[src/design/pcdf_pkg.sv]
// Shared constants and types of the pulse capture duty and frequency core.
`default_nettype none
package pcdf_pkg;

  localparam int TICK_W  = 27;
  localparam int STAMP_W = 16;
  localparam int CH_W    = 2;
  localparam int FRAC_W  = 16;

  localparam logic [TICK_W-1:0] TICK_RESET = 27'd1000000;
  localparam logic [FRAC_W-1:0] DUTY_MAX   = 16'hFFFF;

  localparam logic [CH_W-1:0] CH_FREQ   = 2'd0;
  localparam logic [CH_W-1:0] CH_DUTY_A = 2'd1;
  localparam logic [CH_W-1:0] CH_DUTY_B = 2'd2;
  localparam logic [CH_W-1:0] CH_UNUSED = 2'd3;

  localparam logic [1:0] PH_WAIT   = 2'd0;
  localparam logic [1:0] PH_FIRST  = 2'd1;
  localparam logic [1:0] PH_SECOND = 2'd2;

  typedef struct packed {
    logic busy;
    logic done;
  } div_stat_t;

endpackage
`default_nettype wire

[src/design/pulse_capture_duty_frequency_core.sv]
// Pulse capture core: frequency and duty measurement from timestamped edges.
//
// Input channel: valid/ready carrying channel and timestamp of one captured
// edge. Output channel: valid/ready carrying one result item per input item.
// Channel 0 measures period and frequency from one rising edge to the next; channels 1
// and 2 measure high time, low time and Q0.16 duty over rising, falling,
// rising edges. next_edge_falling reports the polarity the channel wants next.
// cfg_write/cfg_data load the counter tick rate; write only while idle.
// An edge that completes a measurement with a nonzero divisor runs the shared
// serial divider, one quotient bit per cycle over max(27, COUNTER_BITS + 16)
// bits: 32 steps at the default width. Its start pulse is registered, and the
// quotient goes to the pending result. Other edges go straight to the pending
// result, which the output register then takes. One item is worked on at a
// time; in_ready is high whenever the sequencer is idle, also while a finished
// result still waits at the output. A stalled receiver holds the output
// register and then the pending result; no item is lost.
// Reset (synchronous, active high) clears all channel phases, stamps and held
// high times, drops any result, and sets the tick rate to 1000000.
`default_nettype none
module pulse_capture_duty_frequency_core
  import pcdf_pkg::*;
#(
  parameter int COUNTER_BITS = 16
) (
  input  wire logic               clk,
  input  wire logic               rst,
  input  wire logic               cfg_write,
  input  wire logic [TICK_W-1:0]  cfg_data,
  input  wire logic               in_valid,
  output logic                    in_ready,
  input  wire logic [CH_W-1:0]    channel,
  input  wire logic [STAMP_W-1:0] timestamp,
  output logic                    out_valid,
  input  wire logic               out_ready,
  output logic      [CH_W-1:0]    out_channel,
  output logic                    done_res,
  output logic                    next_edge_falling,
  output logic      [STAMP_W-1:0] period_ticks,
  output logic      [TICK_W-1:0]  frequency_hz,
  output logic      [STAMP_W-1:0] high_ticks,
  output logic      [STAMP_W-1:0] low_ticks,
  output logic      [FRAC_W-1:0]  duty_q16
);

  localparam int CB    = COUNTER_BITS;
  localparam int DEN_W = CB + 1;
  localparam int NUM_W = (TICK_W > CB + FRAC_W) ? TICK_W : CB + FRAC_W;

  typedef enum logic [1:0] {IDLE, DIVIDE, HOLD} state_t;

  state_t            state;
  logic [TICK_W-1:0] tick_rate_hz;
  logic [1:0]        phase [3];
  logic [CB-1:0]     start_stamp [3];
  logic [CB-1:0]     held_high_time [2];

  logic [CH_W-1:0]   p_ch;
  logic              p_done;
  logic              p_fall;
  logic              p_is_freq;
  logic [STAMP_W-1:0] p_period;
  logic [STAMP_W-1:0] p_hi;
  logic [STAMP_W-1:0] p_lo;
  logic [TICK_W-1:0] p_freq;
  logic [FRAC_W-1:0] p_duty;

  logic              div_start;
  logic [NUM_W-1:0]  div_num;
  logic [DEN_W-1:0]  div_den;
  logic [NUM_W-1:0]  div_quot;
  div_stat_t         div_stat;

  logic              accept;
  logic [CB-1:0]     ts;
  logic [CB-1:0]     diff_now;
  logic [CB-1:0]     hi_now;
  logic [DEN_W-1:0]  sum_now;
  logic [1:0]        ph_now;
  logic [FRAC_W-1:0] duty_sat;
  logic              freq_done;
  logic              duty_done;
  logic              fall_now;
  logic              div_go;
  logic              out_load;

  assign in_ready = (state == IDLE);
  assign accept   = in_valid && in_ready;
  assign ts       = CB'(timestamp);

  always_comb begin
    ph_now    = (channel == CH_UNUSED) ? PH_WAIT : phase[channel];
    diff_now  = (channel == CH_UNUSED) ? '0 : ts - start_stamp[channel];
    hi_now    = held_high_time[channel[1]];
    sum_now   = {1'b0, hi_now} + {1'b0, diff_now};
    duty_sat  = (|div_quot[NUM_W-1:FRAC_W]) ? DUTY_MAX : div_quot[FRAC_W-1:0];
    freq_done = (channel == CH_FREQ) && (ph_now == PH_FIRST);
    duty_done = (channel == CH_DUTY_A || channel == CH_DUTY_B) && (ph_now == PH_SECOND);
    fall_now  = (channel == CH_DUTY_A || channel == CH_DUTY_B) &&
                (ph_now != PH_FIRST) && (ph_now != PH_SECOND);
    div_go    = (freq_done && (diff_now != '0)) || (duty_done && (sum_now != '0));
    out_load  = (state == HOLD) && (!out_valid || out_ready);
  end

  pcdf_div #(
    .NUM_W(NUM_W),
    .DEN_W(DEN_W)
  ) u_div (
    .clk  (clk),
    .rst  (rst),
    .start(div_start),
    .num  (div_num),
    .den  (div_den),
    .quot (div_quot),
    .stat (div_stat)
  );

  always_ff @(posedge clk) begin
    if (rst) begin
      state          <= IDLE;
      tick_rate_hz   <= TICK_RESET;
      phase          <= '{default: PH_WAIT};
      start_stamp    <= '{default: '0};
      held_high_time <= '{default: '0};
      div_start      <= 1'b0;
      out_valid      <= 1'b0;
    end else begin
      div_start <= accept && div_go;
      out_valid <= out_load || (out_valid && !out_ready);
      if (cfg_write) begin
        tick_rate_hz <= cfg_data;
      end
      case (state)
        IDLE: begin
          if (accept) begin
            p_ch      <= channel;
            p_done    <= freq_done || duty_done;
            p_fall    <= fall_now;
            p_is_freq <= freq_done;
            p_period  <= freq_done ? STAMP_W'(diff_now) : '0;
            p_hi      <= duty_done ? STAMP_W'(hi_now) : '0;
            p_lo      <= duty_done ? STAMP_W'(diff_now) : '0;
            p_freq    <= '0;
            p_duty    <= '0;
            state     <= div_go ? DIVIDE : HOLD;
            if (channel == CH_FREQ) begin
              if (freq_done) begin
                phase[0] <= PH_WAIT;
                div_num  <= NUM_W'(tick_rate_hz);
                div_den  <= DEN_W'(diff_now);
              end else begin
                start_stamp[0] <= ts;
                phase[0]       <= PH_FIRST;
              end
            end else if (channel != CH_UNUSED) begin
              if (ph_now == PH_FIRST) begin
                held_high_time[channel[1]] <= diff_now;
                start_stamp[channel]       <= ts;
                phase[channel]             <= PH_SECOND;
              end else if (duty_done) begin
                phase[channel] <= PH_WAIT;
                div_num        <= NUM_W'({hi_now, {FRAC_W{1'b0}}});
                div_den        <= sum_now;
              end else begin
                start_stamp[channel] <= ts;
                phase[channel]       <= PH_FIRST;
              end
            end
          end
        end
        DIVIDE: begin
          if (div_stat.done) begin
            if (p_is_freq) begin
              p_freq <= div_quot[TICK_W-1:0];
            end else begin
              p_duty <= duty_sat;
            end
            state <= HOLD;
          end
        end
        HOLD: begin
          if (out_load) begin
            out_channel       <= p_ch;
            done_res          <= p_done;
            next_edge_falling <= p_fall;
            period_ticks      <= p_period;
            frequency_hz      <= p_freq;
            high_ticks        <= p_hi;
            low_ticks         <= p_lo;
            duty_q16          <= p_duty;
            state             <= IDLE;
          end
        end
        default: begin
          state <= IDLE;
        end
      endcase
    end
  end

  a_accept_leaves_idle: assert property (@(posedge clk) disable iff (rst)
    accept |=> state != IDLE)
    else $error("accepted item did not start the sequencer");

  a_div_done_in_divide: assert property (@(posedge clk) disable iff (rst)
    div_stat.done |-> state == DIVIDE)
    else $error("divider finished outside the divide step");

  a_incomplete_zero: assert property (@(posedge clk) disable iff (rst)
    out_valid && !done_res |-> period_ticks == '0 && frequency_hz == '0 &&
      high_ticks == '0 && low_ticks == '0 && duty_q16 == '0)
    else $error("incomplete measurement carries nonzero fields");

  a_freq_no_duty: assert property (@(posedge clk) disable iff (rst)
    out_valid && out_channel == CH_FREQ |-> high_ticks == '0 &&
      low_ticks == '0 && duty_q16 == '0 && !next_edge_falling)
    else $error("frequency result carries duty fields");

  a_unused_channel: assert property (@(posedge clk) disable iff (rst)
    out_valid && out_channel == CH_UNUSED |-> !done_res && !next_edge_falling)
    else $error("unused channel reported activity");

endmodule
`default_nettype wire

[src/design/pcdf_div.sv]
// Restoring serial divider, one quotient bit per cycle.
`default_nettype none
module pcdf_div
  import pcdf_pkg::*;
#(
  parameter int NUM_W = 32,
  parameter int DEN_W = 17
) (
  input  wire logic             clk,
  input  wire logic             rst,
  input  wire logic             start,
  input  wire logic [NUM_W-1:0] num,
  input  wire logic [DEN_W-1:0] den,
  output logic      [NUM_W-1:0] quot,
  output div_stat_t             stat
);

  localparam int CNT_W = $clog2(NUM_W);
  localparam logic [CNT_W-1:0] LAST = CNT_W'(NUM_W - 1);

  logic [DEN_W-1:0] rem;
  logic [CNT_W-1:0] count;
  logic [DEN_W:0]   rem_sh;
  logic [DEN_W:0]   diff;
  logic             qbit;
  logic [DEN_W-1:0] rem_next;

  always_comb begin
    rem_sh   = {rem, quot[NUM_W-1]};
    diff     = rem_sh - {1'b0, den};
    qbit     = ~diff[DEN_W];
    rem_next = qbit ? diff[DEN_W-1:0] : rem_sh[DEN_W-1:0];
  end

  always_ff @(posedge clk) begin
    if (rst) begin
      stat  <= '0;
      count <= '0;
    end else begin
      stat.done <= !start && stat.busy && (count == LAST);
      if (start) begin
        rem       <= '0;
        quot      <= num;
        count     <= '0;
        stat.busy <= 1'b1;
      end else if (stat.busy) begin
        rem   <= rem_next;
        quot  <= {quot[NUM_W-2:0], qbit};
        count <= count + 1'b1;
        if (count == LAST) begin
          stat.busy <= 1'b0;
        end
      end
    end
  end

endmodule
`default_nettype wire

[config.mk]
export PLATFORM = sky130hd
export DESIGN_NAME = pulse_capture_duty_frequency_core
export DESIGN_NICKNAME = d
export VERILOG_FILES = /design/src/design/pcdf_pkg.sv /design/src/design/pulse_capture_duty_frequency_core.sv /design/src/design/pcdf_div.sv
export SDC_FILE = /design/constraint.sdc
export NUM_CORES = 1
export LEC_CHECK = 0
export ABC_AREA = 0
export BUFFER_PORTS_ARGS = -buffer_cell sky130_fd_sc_hd__buf_4
export CAP_MARGIN = 20
export CORE_MARGIN = 4
export CORE_UTILIZATION = 25
export DETAILED_ROUTE_END_ITERATION = 16
export HOLD_SLACK_MARGIN = 0.15
export PLACE_DENSITY = 0.5
export SETUP_SLACK_MARGIN = 0.15
export SYNTH_ARGS = -nofsm -noshare
export SYNTH_HDL_FRONTEND = slang
export SYNTH_SLANG_ARGS = --single-unit
[constraint.sdc]
create_clock -name clk -period 19.8 [get_ports clk]
set_input_delay 0.99 -clock clk [delete_from_list [all_inputs] [get_ports clk]]
set_output_delay 0.99 -clock clk [all_outputs]
set_load 0.1 [all_outputs]
Yosys cells after proc, flatten, opt, wreduce, memory -nomap -nowiden
Index checks and enable logic that the tools add are counted.
{"block": "op_classes", "n_bitwise": 13, "order_cmp": 4, "eq_ne": 21, "n_reduce_logical": 44, "n_mux": 60, "n_addsub": 4}
{"cell": "two-way mux 16 bit", "n": 14}
{"cell": "two-way mux 32 bit", "n": 7}
{"cell": "two-way mux 48 bit", "n": 3}
{"cell": "two-way mux 17 bit", "n": 7}
{"cell": "two-way mux 27 bit", "n": 3}
{"cell": "case mux 27 bit (2 select lines)", "n": 1}
{"cell": "bitwise mux 48 bit", "n": 1}
{"cell": "binary-select mux 16 bit (select 2 bit)", "n": 1}
{"cell": "bitwise mux 32 bit", "n": 1}
{"cell": "demux 16 bit (select 2 bit)", "n": 1}
{"cell": "case mux 16 bit (2 select lines)", "n": 1}
{"cell": "AND reduction 5 bit", "n": 5}
{"cell": "two-way mux 2 bit", "n": 9}
{"cell": "two-way mux 6 bit", "n": 3}
{"cell": "subtractor 18 x 17 -> 18 bit", "n": 1}
{"cell": "adder 16 x 16 -> 17 bit", "n": 1}
{"cell": "nonzero test 17 bit", "n": 1}
{"cell": "demux 16 bit (select 1 bit)", "n": 1}
{"cell": "!= test 2 bit, second input constant", "n": 8}
{"cell": "nonzero test 16 bit", "n": 1}
{"cell": "OR reduction 16 bit", "n": 1}
{"cell": "subtractor 16 bit", "n": 1}
{"cell": "logical AND 1 bit", "n": 14}
{"cell": "AND reduction 3 bit", "n": 4}
{"cell": "30 further kinds", "n": 56}
{"block": "totals", "out_inout_bits": 97, "inputBits": 50, "reg_bits": 413}

Logic depth before layout (Yosys ltp)
Gate-level depths: netlist (run 1).
{"block": "logic_depth", "word_depth": 13, "ltp_mapped": 23, "mapped_depth_nobuf": 22}

Hierarchy
From an unflattened synthesis (run 1), not the netlist that was laid out.
{"block": "unflattened", "cells_unflattened": 1608, "area_unflattened_um2": 18624.1}
{"module": "pulse_capture_duty_frequency_core", "instances": 1, "cells_per_inst": 1283, "seq_area_each_um2": 9549.2, "area_each_um2": 15033.2}
{"module": "pcdf_div", "instances": 1, "cells_per_inst": 325, "seq_area_each_um2": 1611.5, "area_each_um2": 3590.9}

Worst setup path after synthesis (run 1)
No wires, ideal clock.
{"block": "synth_timing", "path_type": "input-to-reg", "start": "input rst", "end": "register done_res (enable)", "path_stages": 2, "t_required_ns": 19.134, "setup_time_ns": 0.666, "path_slack_ns": 11.475, "arrival_ns": 7.660, "n_path_buf": 1, "cell_sequence": "clkbuf_1 > nor3_1"}
{"block": "synth_via", "elab_chain_len": 2}
{"item": "start: declaration", "line_no": "pulse_capture_duty_frequency_core.sv:26", "rtl": "input wire logic rst,"}
{"item": "NOT 1 bit (no source line)"}
{"item": "AND reduction 3 bit (no source line)"}
{"item": "end signal: assignment", "line_no": "pulse_capture_duty_frequency_core.sv:183", "rtl": "done_res <= p_done;"}
{"item": "end: declaration", "line_no": "pulse_capture_duty_frequency_core.sv:36", "rtl": "output logic done_res,"}
Every way passes these cells.
A chain may end at the register's enable or synchronous reset.

Final worst setup path (run 1)
{"block": "layout_timing", "start": "input channel[1]", "end": "register state[0]"}
{"block": "layout_via", "elab_chain_len": 13}
{"item": "start: declaration", "line_no": "pulse_capture_duty_frequency_core.sv:31", "rtl": "input wire logic [CH_W-1:0] channel,"}
{"item": "NOT 2 -> 3 bit (implied by the code)", "line_no": "pulse_capture_duty_frequency_core.sv:92", "rtl": "diff_now = (channel == CH_UNUSED) ? '0 : ts - start_stamp[channel];"}
{"item": "binary-select mux 16 bit (select 2 bit)", "line_no": "pulse_capture_duty_frequency_core.sv:92"}
{"item": "two-way mux 16 bit (implied by the code) (2 in a row)", "line_no": "pulse_capture_duty_frequency_core.sv:92"}
{"item": "subtractor 16 bit", "line_no": "pulse_capture_duty_frequency_core.sv:92"}
{"item": "two-way mux 16 bit *", "line_no": "pulse_capture_duty_frequency_core.sv:92"}
{"item": "net diff_now[5]", "line_no": "pulse_capture_duty_frequency_core.sv:75", "rtl": "logic [CB-1:0] diff_now;"}
{"item": "adder 16 x 16 -> 17 bit", "line_no": "pulse_capture_duty_frequency_core.sv:94", "rtl": "sum_now = {1'b0, hi_now} + {1'b0, diff_now};"}
{"item": "nonzero test 17 bit", "line_no": "pulse_capture_duty_frequency_core.sv:100", "rtl": "div_go = (freq_done && (diff_now != '0)) || (duty_done && (sum_now != '0));"}
{"item": "logical AND 1 bit", "line_no": "pulse_capture_duty_frequency_core.sv:100"}
{"item": "logical OR 1 bit *", "line_no": "pulse_capture_duty_frequency_core.sv:100"}
{"item": "two-way mux 2 bit *", "line_no": "pulse_capture_duty_frequency_core.sv:144", "rtl": "state <= div_go ? DIVIDE : HOLD;"}
{"item": "two-way mux 2 bit *", "line_no": "pulse_capture_duty_frequency_core.sv:134", "rtl": "if (accept) begin"}
{"item": "case mux 2 bit (3 select lines) *", "line_no": "pulse_capture_duty_frequency_core.sv:132", "rtl": "case (state)"}
{"item": "end signal: assignment", "line_no": "pulse_capture_duty_frequency_core.sv:144"}
{"item": "end: declaration", "line_no": "pulse_capture_duty_frequency_core.sv:51", "rtl": "state_t state;"}
The timed path passes the listed nets; every way through them passes the cells marked *. The select of a mux whose other input is x is not followed.

==> impl_metrics.toml, run 1 <==
[status]
outcome = "finished clean"

[clock_network]
cts_setup_buffers = 0
cts_tree = "done"
clkSinkCount = 413
cts.repair.resized = 0
cts_buffer_depth = 3
cts_htree_levels = 2
hold_buffers = 0
cts_buffers = 44
cts_root_buffer = "clkbuf_16"
cts.clk_slew.worst_paths_ns = 0.06
clock_latency_ns = 0.59

[critical_path]
critPathKind = "input pin to flip-flop"
r2r_slack_ns = 14.49
start_kind = "input pin"
worstReg2RegEnd = "state[0]"
r2r.worst_path.cells = 20
path_max_fanout = 41
arrival_ns = 6.64
crit-reg2reg-launch = "start_stamp[16]"
cp_data_required_time_ns = 20.26
worstSetupEndpointType = "flip-flop"

[min_path]
hold_depth = 0
hold_path_end = "high_ticks[3]"
hold_start = "p_hi[3]"
hp-class = "flip-flop to flip-flop"

[die]
io_pins = 147
fp.dieH_um = 278
die_area_um2 = 77400
fp.dieW_um = 278
fp-row-count = 98
core-area_um2 = 72000
initial_core_util_pct = 25.4

[synth]
seq_area_frac_synth_pct = 61.2
synthDistinctLibCells = 83
synth-edff-count = 289
synth_cells = 1556
netlist_area_um2 = 18300
syn-num-nets = 1664
ys_ff_latch = 413
yosys_warnings = 0
synth_area_per_cell_um2 = 11.7
synthFlopType = "edfxtp_1"
ys_async_sr_fraction_pct = 0

[sta]
worstMarginPinSlew_ns = 1.05
drv_slew = 0
holdWs_ns = 0.390
max_freq_mhz = 162
finalCriticalPeriod_ns = 6.18
setup-tns-final_ns = 0
setup_violations = 0
slew_headroom_pct = 29.5
rsz0062_at_grt = "false"
fin_crit_sh_pct = 31.2
hold_violations = 0
skew_ns = 0.0334

[pwr]
power.density_nw_per_um2 = 90.3
max-vdd-ir-drop_mv = 0.0508
p_leak_uw = 0.00821

[finish]
antenna_cells = 0
nets = 1804
drive_above_1_share_pct = 20.5
syn2layout_area_growth_pct = 20.3

[detailed_routing]
drtIter0Drc = 658
first_pass_iters = 5
routed_wl_mm = 47.5
ant_nets = 0
vias_per_cell = 4.44
wl_per_cell_um = 17.7
vias = 11900
drc = 0

[place]
routabilityCongestion = 0.852
portBuffers = 146
hpwlAfterDp_mm = 33.6

[global_routing]
track_usage_pct = 12.0
overflow = 0
grt_pass1_wl_mm = 73.4
first_global_vias = 12300
antenna_found_initial = 0
grt_max_degree = 71

[run]
max-cap-violations = 0
==> sequential cells by signal, summed over array words and instances, names as in the netlist, 5 cells and up, named ones only <==
register	count
frequency_hz	27
div_num	32
p_duty	16
div_den	17
start_stamp	48
duty_q16	16
low_ticks	16
period_ticks	16
high_ticks	16
u_div.rem	17
p_lo	16
u_div.quot	32
p_period	16
p_hi	16
held_high_time	32
p_freq	27
u_div.count	5
tick_rate_hz	27
==> report_power, final <==
group          internal (µW)  switching (µW)
clock network            494             353
logic                   51.2             132
registers                944            7.74
total                   1490             493
==> final cells by class <==
cell class / count / area, µm²
Fill cell: 7215 / 50000
Tap cell: 950 / 1190
Clock inverter: 24 / 288
Sequential cell: 413 / 11200
Multi-Input combinational cell: 1013 / 6610
Timing Repair Buffer: 165 / 1270
Inverter: 59 / 221
Clock buffer: 58 / 1220
==> worst max-delay path by stage <==
stage                     endpoint       start  cells past startpoint
after floorplan           done_res         rst                      2
after global placement    state[0]  channel[1]                     22
after detailed placement  state[0]  channel[1]                     22
after CTS                 state[0]  channel[1]                     22
after global routing      state[1]  channel[1]                     22
final                     state[0]  channel[1]                     22
==> placed cells by master, fill, tap and decap left out, types with 10 or more instances in the layout <==
cell       netlist  final
a211o_1         10     10
mux2_2          57     57
nand2b_1        13     13
nor2b_1         19     18
o21a_1          12     12
xnor2_1         16     16
nand2_1        147    147
o21ai_0         52     52
nand3_1         37     37
clkbuf_16        0     44
and2_1          58     58
mux2i_1         64     64
a21o_1          12     12
inv_1           58     58
dfxtp_1        124    123
edfxtp_1       289    289
or3_1           14     14
nor2_1         158    156
a21oi_1        132    129
or2_2           24     24
buf_4            1    163
ha_1            55     54
==> metrics by stage <==
stage / worst slack, ns / instance area, µm² / power, µW / instances / util (%)
3_3_place_gp: 13.20 / 20400 / 1150 / 2597 / 28.3
5_1_grt: 13.22 / 22000 / 2060 / 2682 / 30.5
2_1_floorplan: 11.47 / 18300 / 1100 / 1556 / -
6_report: 13.62 / 22000 / 1980 / 2682 / 30.5
3_5_place_dp: 13.09 / 20400 / 1160 / 2599 / 28.4
4_1_cts: 13.68 / 21900 / 2010 / 2681 / 30.5
==> worst max-delay path: stages <==
cell	delay [ns]
buf_4	0.46
nor2b_1	0.32
buf_4	0.25
nand2_1	0.07
o21a_1	0.11
ha_1	0.27
nor2b_1	0.15
o31a_1	0.30
o21a_1	0.19
nor2_1	0.13
mux2i_1	0.45
inv_1	0.17
ha_1	0.39
a21o_1	0.21
or3_1	0.30
o21ba_1	0.20
a221o_1	0.43
o41ai_2	0.36
a2bb2oi_2	0.16
nor4b_4	0.27
o22ai_2	0.17
a22o_1	0.27
==> kinds of logic after synthesis <==
kind of cell | Yosys count | synth area share [%]
fa+ha+maj | 58 | 4.10
mux | 121 | 7.03
xor+xnor | 24 | 1.15
buf+inv | 130 | 2.89
compound gates | 279 | 9.39
simple gates | 531 | 14.3
flops | 413 | 61.2
==> per-layer routing <==
metal | global-route usage (%) | vias to the layer above | wire length, µm
li1 | - | 5845 | -
met1 | 14.9 | 5805 | 20600
met2 | 21.3 | 189 | 23900
met3 | 2.26 | 68 | 1700
met4 | 3.77 | 0 | 1320
met5 | 0 | - | 0
==> cells in the mapped netlist, types with 3 or more instances <==
cell | number | area share [%]
xor2_1 | 8 | 0.38
or2b_2 | 3 | 0.14
buf_1 | 9 | 0.19
o211ai_1 | 7 | 0.29
a21boi_0 | 3 | 0.12
ha_1 | 55 | 3.8
a21oi_1 | 132 | 3.6
a31oi_1 | 3 | 0.10
a211o_1 | 10 | 0.48
o21bai_1 | 7 | 0.29
nand4_1 | 3 | 0.10
and2_1 | 58 | 2.0
buf_2 | 3 | 0.082
o21a_1 | 12 | 0.49
or2_2 | 24 | 0.82
or4_1 | 5 | 0.21
nand2_1 | 147 | 3.0
or3_1 | 14 | 0.48
a21o_1 | 12 | 0.49
nor3_1 | 6 | 0.16
xnor2_1 | 16 | 0.77
o31ai_1 | 4 | 0.16
nor3b_1 | 3 | 0.12
nor2_1 | 158 | 3.2
nand3b_1 | 4 | 0.16
nor4_1 | 9 | 0.31
clkbuf_8 | 3 | 0.23
mux2_2 | 57 | 3.5
nand3_1 | 37 | 1.0
clkbuf_1 | 54 | 1.1
a211oi_1 | 9 | 0.37
edfxtp_1 | 289 | 48
and3_1 | 5 | 0.17
o21ai_0 | 52 | 1.4
nand2b_1 | 13 | 0.45
dfxtp_1 | 124 | 14
nor2b_1 | 19 | 0.65
a311oi_1 | 3 | 0.14
inv_1 | 58 | 1.2
fa_1 | 3 | 0.33
mux2i_1 | 64 | 3.5
Note: power is estimated with default switching activity, not from simulation.
==> run 2, diff against run 1 <==
Settings changed: ABC_AREA 0 to 1, PLACE_DENSITY 0.5 to 0.51.
Clock period 19.8 ns to 5.45 ns, I/O delays scaled along.
==> run 2 against run 1 <==
- hold slack got worse by 0.20 ns
- final cell count rose by 17%
- combinational power rose to 6.5 times the previous value
- global-route usage rose by 1.0 points
- critical endpoint unchanged
- sequential share of layout area fell by 2.3 points
- first-iteration DRC count rose by 29%
==> impl_metrics.toml, run 2 <==
[status]
outcome = "finished clean"

[clock_network]
cts.clk_slew.worst_paths_ns = 0.06
clock_latency_ns = 0.60
cts_tree = "done"
cts_root_buffer = "clkbuf_16"
cts_htree_levels = 2
clkSinkCount = 413
cts.repair.resized = 0
cts_buffers = 45
cts_buffer_depth = 3

[finish]
syn2layout_area_growth_pct = 23.3
final_util_pct = 31.3
final_common_cell = "nand2_1"
multi_input_area_um2 = 6220
top_register = "start_stamp"
layout_common_cells = "349 x nand2_1, 289 x edfxtp_1, 245 x inv_1"
nets = 2240
drive_above_1_share_pct = 15.6
largest_reg_flops = 48
nFillCells = 7506
register_area_um2 = 11200

[synth]
synth_common_cells = "349 x nand2_1, 289 x edfxtp_1, 246 x inv_1"
synth_top_area_share_pct = 46.6
synth_area_leaders = "edfxtp_1 47%, dfxtp_1 13%, nand2_1 7.0%"
seq_area_frac_synth_pct = 59.9
synth_cells = 1919
synthFlopType = "edfxtp_1"
syn-num-nets = 2027
synthMostInstantiatedCell = "nand2_1"
ys_ff_latch = 413
synth-edff-count = 289
ys_async_sr_fraction_pct = 0
netlist_area_um2 = 18600
yosys_warnings = 0
synthDistinctLibCells = 58
yosys.area.top_type = "edfxtp_1"
synth_area_per_cell_um2 = 9.71

[detailed_routing]
first_pass_iters = 5
vias_per_cell = 4.41
drc = 0
wl_per_cell_um = 16.9
drtIter0Drc = 847
routed_wl_mm = 52.7
vias = 13800
ant_nets = 0

[die]
die_area_um2 = 79000
fp-row-count = 99
io_pins = 147
fp.dieW_um = 281
fp.dieH_um = 281
initial_core_util_pct = 25.4
core-area_um2 = 73500

[sta]
drv_slew = 0
worstMarginPinSlew_ns = 1.07
fin_crit_sh_pct = 87.7
hold_violations = 0
max_freq_mhz = 209
slew_headroom_pct = 27.7
rsz0062_at_grt = "false"
setup-tns-final_ns = 0
finalCriticalPeriod_ns = 4.78
setup_violations = 0
skew_ns = 0.0282

[critical_path]
r2r_slack_ns = 1.17
crit-reg2reg-launch = "start_stamp[3]"
worstSetupEndpoint = "state[0]"
cp_slowest_cell = "dlygate4sd3_1"
path_depth = 29
crit_family = "simple AND/OR/NAND/NOR gates"
cp-startpoint = "channel[1]"
worstSetupEndpointType = "flip-flop"
start_kind = "input pin"
crit_top_cell = "nand2_1"
r2r.worst_path.cells = 27
worstReg2RegEnd = "state[0]"
critPathMaxStageDelay_ns = 0.54
critPathBufInv = 4
path_max_fanout = 38
critPathKind = "input pin to flip-flop"
arrival_ns = 5.23
cp_data_required_time_ns = 5.90

[global_routing]
first_global_vias = 13900
antenna_found_initial = 0
grt_max_degree = 86
track_usage_pct = 13.1
grt_pass1_wl_mm = 80.7
overflow = 0

[pwr]
p_leak_uw = 0.00934
power.density_nw_per_um2 = 338
max-vdd-ir-drop_mv = 0.230

[place]
hpwlAfterDp_mm = 37.3
routabilityCongestion = 0.887
portBuffers = 146

[run]
max-cap-violations = 0

[min_path]
hp-class = "input pin to flip-flop"
[run 2: timing repair]
action | in CTS | in global routing
hold buffers | 55 | 0
hold endpoints to repair | 78 | 0
setup buffers | 0 | 0
[run 2: cell type report]
cell class                 instances  area share, %
sequential                       413           48.5
multi-input combinational       1177           27.1
timing repair buffer             237           8.54
tap                              959           5.22
clock buffer                      54           5.04
inverter                         258           4.26
clock inverter                    28           1.30
antenna                            1         0.0109
[run 2: worst min path at each step]
stage,startpoint,to,cells after the start
4_1_cts,cfg_write,tick_rate_hz[11],3
5_1_grt,cfg_write,tick_rate_hz[11],3
6_report,rst,start_stamp[44],2
2_1_floorplan,channel[0],p_ch[0],0
3_5_place_dp,p_duty[15],duty_q16[15],0
3_3_place_gp,p_freq[11],frequency_hz[11],0
[run 2: kinds of logic after synthesis]
group                    Yosys count  share of synthesized area (%)
XOR/XNOR                          16                          0.752
buffers and inverters            329                           7.05
AO/OA/AOI/OAI                    375                           11.4
adder cells (fa/ha/maj)           58                           4.01
AND/OR/NAND/NOR                  728                           16.9
flip-flops                       413                           59.9
[run 2: power by group]
| part | internal (µW) | total, µW | switching [µW] |
|---|---|---|---|
| registers | 3500 | 3550 | 43.8 |
| logic | 326 | 1190 | 863 |
| clock network | 1730 | 3040 | 1310 |
[run 2: worst register-to-register path, stage by stage (launching register included)]
cell	delay, ns
dfxtp_1	0.31
inv_1	0.05
o21ai_0	0.21
o221ai_1	0.20
ha_1	0.35
nand2_1	0.08
nand2_1	0.07
nor2_1	0.24
nor2_1	0.09
nor2_1	0.10
nand2_1	0.06
nand3_1	0.34
inv_1	0.15
ha_1	0.40
nand2_1	0.17
nor2_1	0.21
and2_1	0.15
nand2_1	0.08
nand2_1	0.08
nand2_1	0.05
nand2_1	0.08
nand2_1	0.06
nor2_1	0.13
nand4_1	0.19
nand2_1	0.13
nand2_1	0.07
nand2_1	0.07
a21oi_1	0.06
[run 2: metrics by stage]
stage                     cells  total power (µW)  instance area, µm²  setup slack (ns)  hold slack (ns)
after global placement     2985              4770               20900             0.720            0.402
after floorplan            1919              4390               18700             0.469            0.371
after detailed placement   2987              4770               20900             0.642            0.405
final                      3127              7770               23000             0.668            0.189
after global routing       3126              8100               23000             0.274            0.193
after CTS                  3124              7870               22900             0.720            0.156
[run 2: metal layers]
| metal | part of all wire (%) | global-route usage, % |
|---|---|---|
| met1 | 44 | 16.7 |
| met2 | 50 | 23.1 |
| met3 | 3.8 | 1.98 |
| met4 | 2.4 | 3.56 |
| met5 | 0 | 0 |
==> run 3, diff against run 2 <==
Settings changed: CORE_MARGIN 4 to 1.5.
==> run 3 against run 2 <==
- non-clock buffer count fell by 4
- critical path type unchanged
- clock skew is 0.0044 ns higher
- largest cell class unchanged
- highest routed layer unchanged
- register-to-register slack improved by 0.11 ns
==> impl_metrics.toml, run 3 (synthesized netlist as in run 2, its figures left out) <==
[detailed_routing]
vias_per_cell = 4.39
drtIter0Drc = 851
first_pass_iters = 8
vias = 13700
routed_wl_mm = 52.1
drc = 0
wl_per_cell_um = 16.7
ant_nets = 0

[clock_network]
clock_latency_ns = 0.60
cts_root_buffer = "clkbuf_16"
cts_htree_levels = 2
cts.clk_slew.worst_paths_ns = 0.06
cts_buffer_depth = 3
cts_tree = "done"
cts_setup_buffers = 0
cts_buffers = 45
cts.repair.resized = 0
clkSinkCount = 413
hold_buffers = 53

[critical_path]
path_max_fanout = 38
critPathKind = "input pin to flip-flop"
cp_data_required_time_ns = 5.90
arrival_ns = 5.22
start_kind = "input pin"
worstSetupEndpointType = "flip-flop"

[pwr]
p_leak_uw = 0.00932
p_comb_share_pct = 15.1
power.total_uw = 7810
p_switching_uw = 2190
internal_power_uw = 5610
max-vdd-ir-drop_mv = 0.182
swShare_pct = 28.1
p_clk_share_pct = 39.4
power.density_nw_per_um2 = 340
pwr-share-seq_pct = 45.4

[sta]
fin_crit_sh_pct = 87.7
setup_ws_ns = 0.672
worstMarginPinSlew_ns = 1.08
holdWs_ns = 0.189
max_freq_mhz = 209
hold_violations = 0
rsz0062_at_grt = "false"
finalCriticalPeriod_ns = 4.78
setup_violations = 0
slew_headroom_pct = 27.4
drv_slew = 0
setup-tns-final_ns = 0
skew_ns = 0.0326

[global_routing]
antenna_found_initial = 0
first_global_vias = 13800
grt_max_degree = 86
overflow = 0
track_usage_pct = 13.5
grt_pass1_wl_mm = 80.6

[die]
core-area_um2 = 73300
io_pins = 147
fp-row-count = 99
initial_core_util_pct = 25.4
fp.dieW_um = 276
die_area_um2 = 76200
fp.dieH_um = 276

[finish]
layout_common_cells = "349 x nand2_1, 289 x edfxtp_1, 245 x inv_1"
nets = 2236
final_common_cell = "nand2_1"
antenna_cells = 0
top_register = "start_stamp"
syn2layout_area_growth_pct = 23.3
largest_reg_flops = 48
drive_above_1_share_pct = 15.5

[min_path]
hp-class = "input pin to flip-flop"

[status]
outcome = "finished clean"

[place]
post-place-ws_ns = 0.622
hpwlAfterDp_mm = 37.1
portBuffers = 146
routabilityCongestion = 0.904

[run]
max-cap-violations = 0
==> run 3: cell type report <==
cell class	count	area, µm²
fillers	7626	50400
repair buffers	233	1910
well taps	959	1200
clock inverters	23	277
inverters	258	980
clock buffers	60	1220
flip-flops and latches	413	11200
multi-input cells	1177	6220
==> run 3: power groups by stage <==
stage,clock network (µW),registers (µW),logic [µW]
6_report,3080,3550,1180
5_1_grt,3280,3560,1300
4_1_cts,3160,3550,1190
3_5_place_dp,0,3620,1160
3_3_place_gp,0,3610,1160
2_1_floorplan,0,3830,563
==> run 3: metrics by stage <==
stage          utilization [%]  instances  cell area, µm²
6_report                  31.3       3123           23000
5_1_grt                   31.3       3123           23000
3_3_place_gp              28.5       2985           20900
2_1_floorplan                -       1919           18700
3_5_place_dp              28.6       2987           20900
4_1_cts                   31.3       3123           23000
==> run 3: per-layer routing <==
| layer | share of wire [%] | global-route usage (%) |
|---|---|---|
| met1 | 45 | 17.5 |
| met5 | 0 | 0 |
| met4 | 2.3 | 3.73 |
| met3 | 3.7 | 2.08 |
| met2 | 49 | 23.4 |
==> run 3: worst max-delay path, stage by stage <==
cell           delay [ns]
dlygate4sd3_1        0.53
buf_4                0.28
nor2_4               0.18
clkinv_2             0.26
nor2_1               0.19
nor3_1               0.06
ha_1                 0.20
fa_1                 0.39
inv_1                0.10
nand2_1              0.06
nand3_1              0.13
nand2_1              0.09
nand2_1              0.06
nand2_1              0.04
nand3_1              0.24
inv_1                0.11
ha_1                 0.40
nand2_1              0.17
inv_1                0.05
a21oi_1              0.28
o21ai_0              0.15
a21oi_1              0.36
nand4_1              0.26
nand2_1              0.13
nand2_1              0.08
nand2_1              0.06
a21oi_1              0.05
==> run 3: worst paths after layout <==
check	from	end	slack [ns]	depth (start not counted)
max	channel[1]	state[0]	0.67	27
min	cfg_write	tick_rate_hz[10]	0.19	3
max reg2reg	start_stamp[4]	state[0]	1.28	24
min reg2reg	p_lo[6]	low_ticks[6]	0.41	0
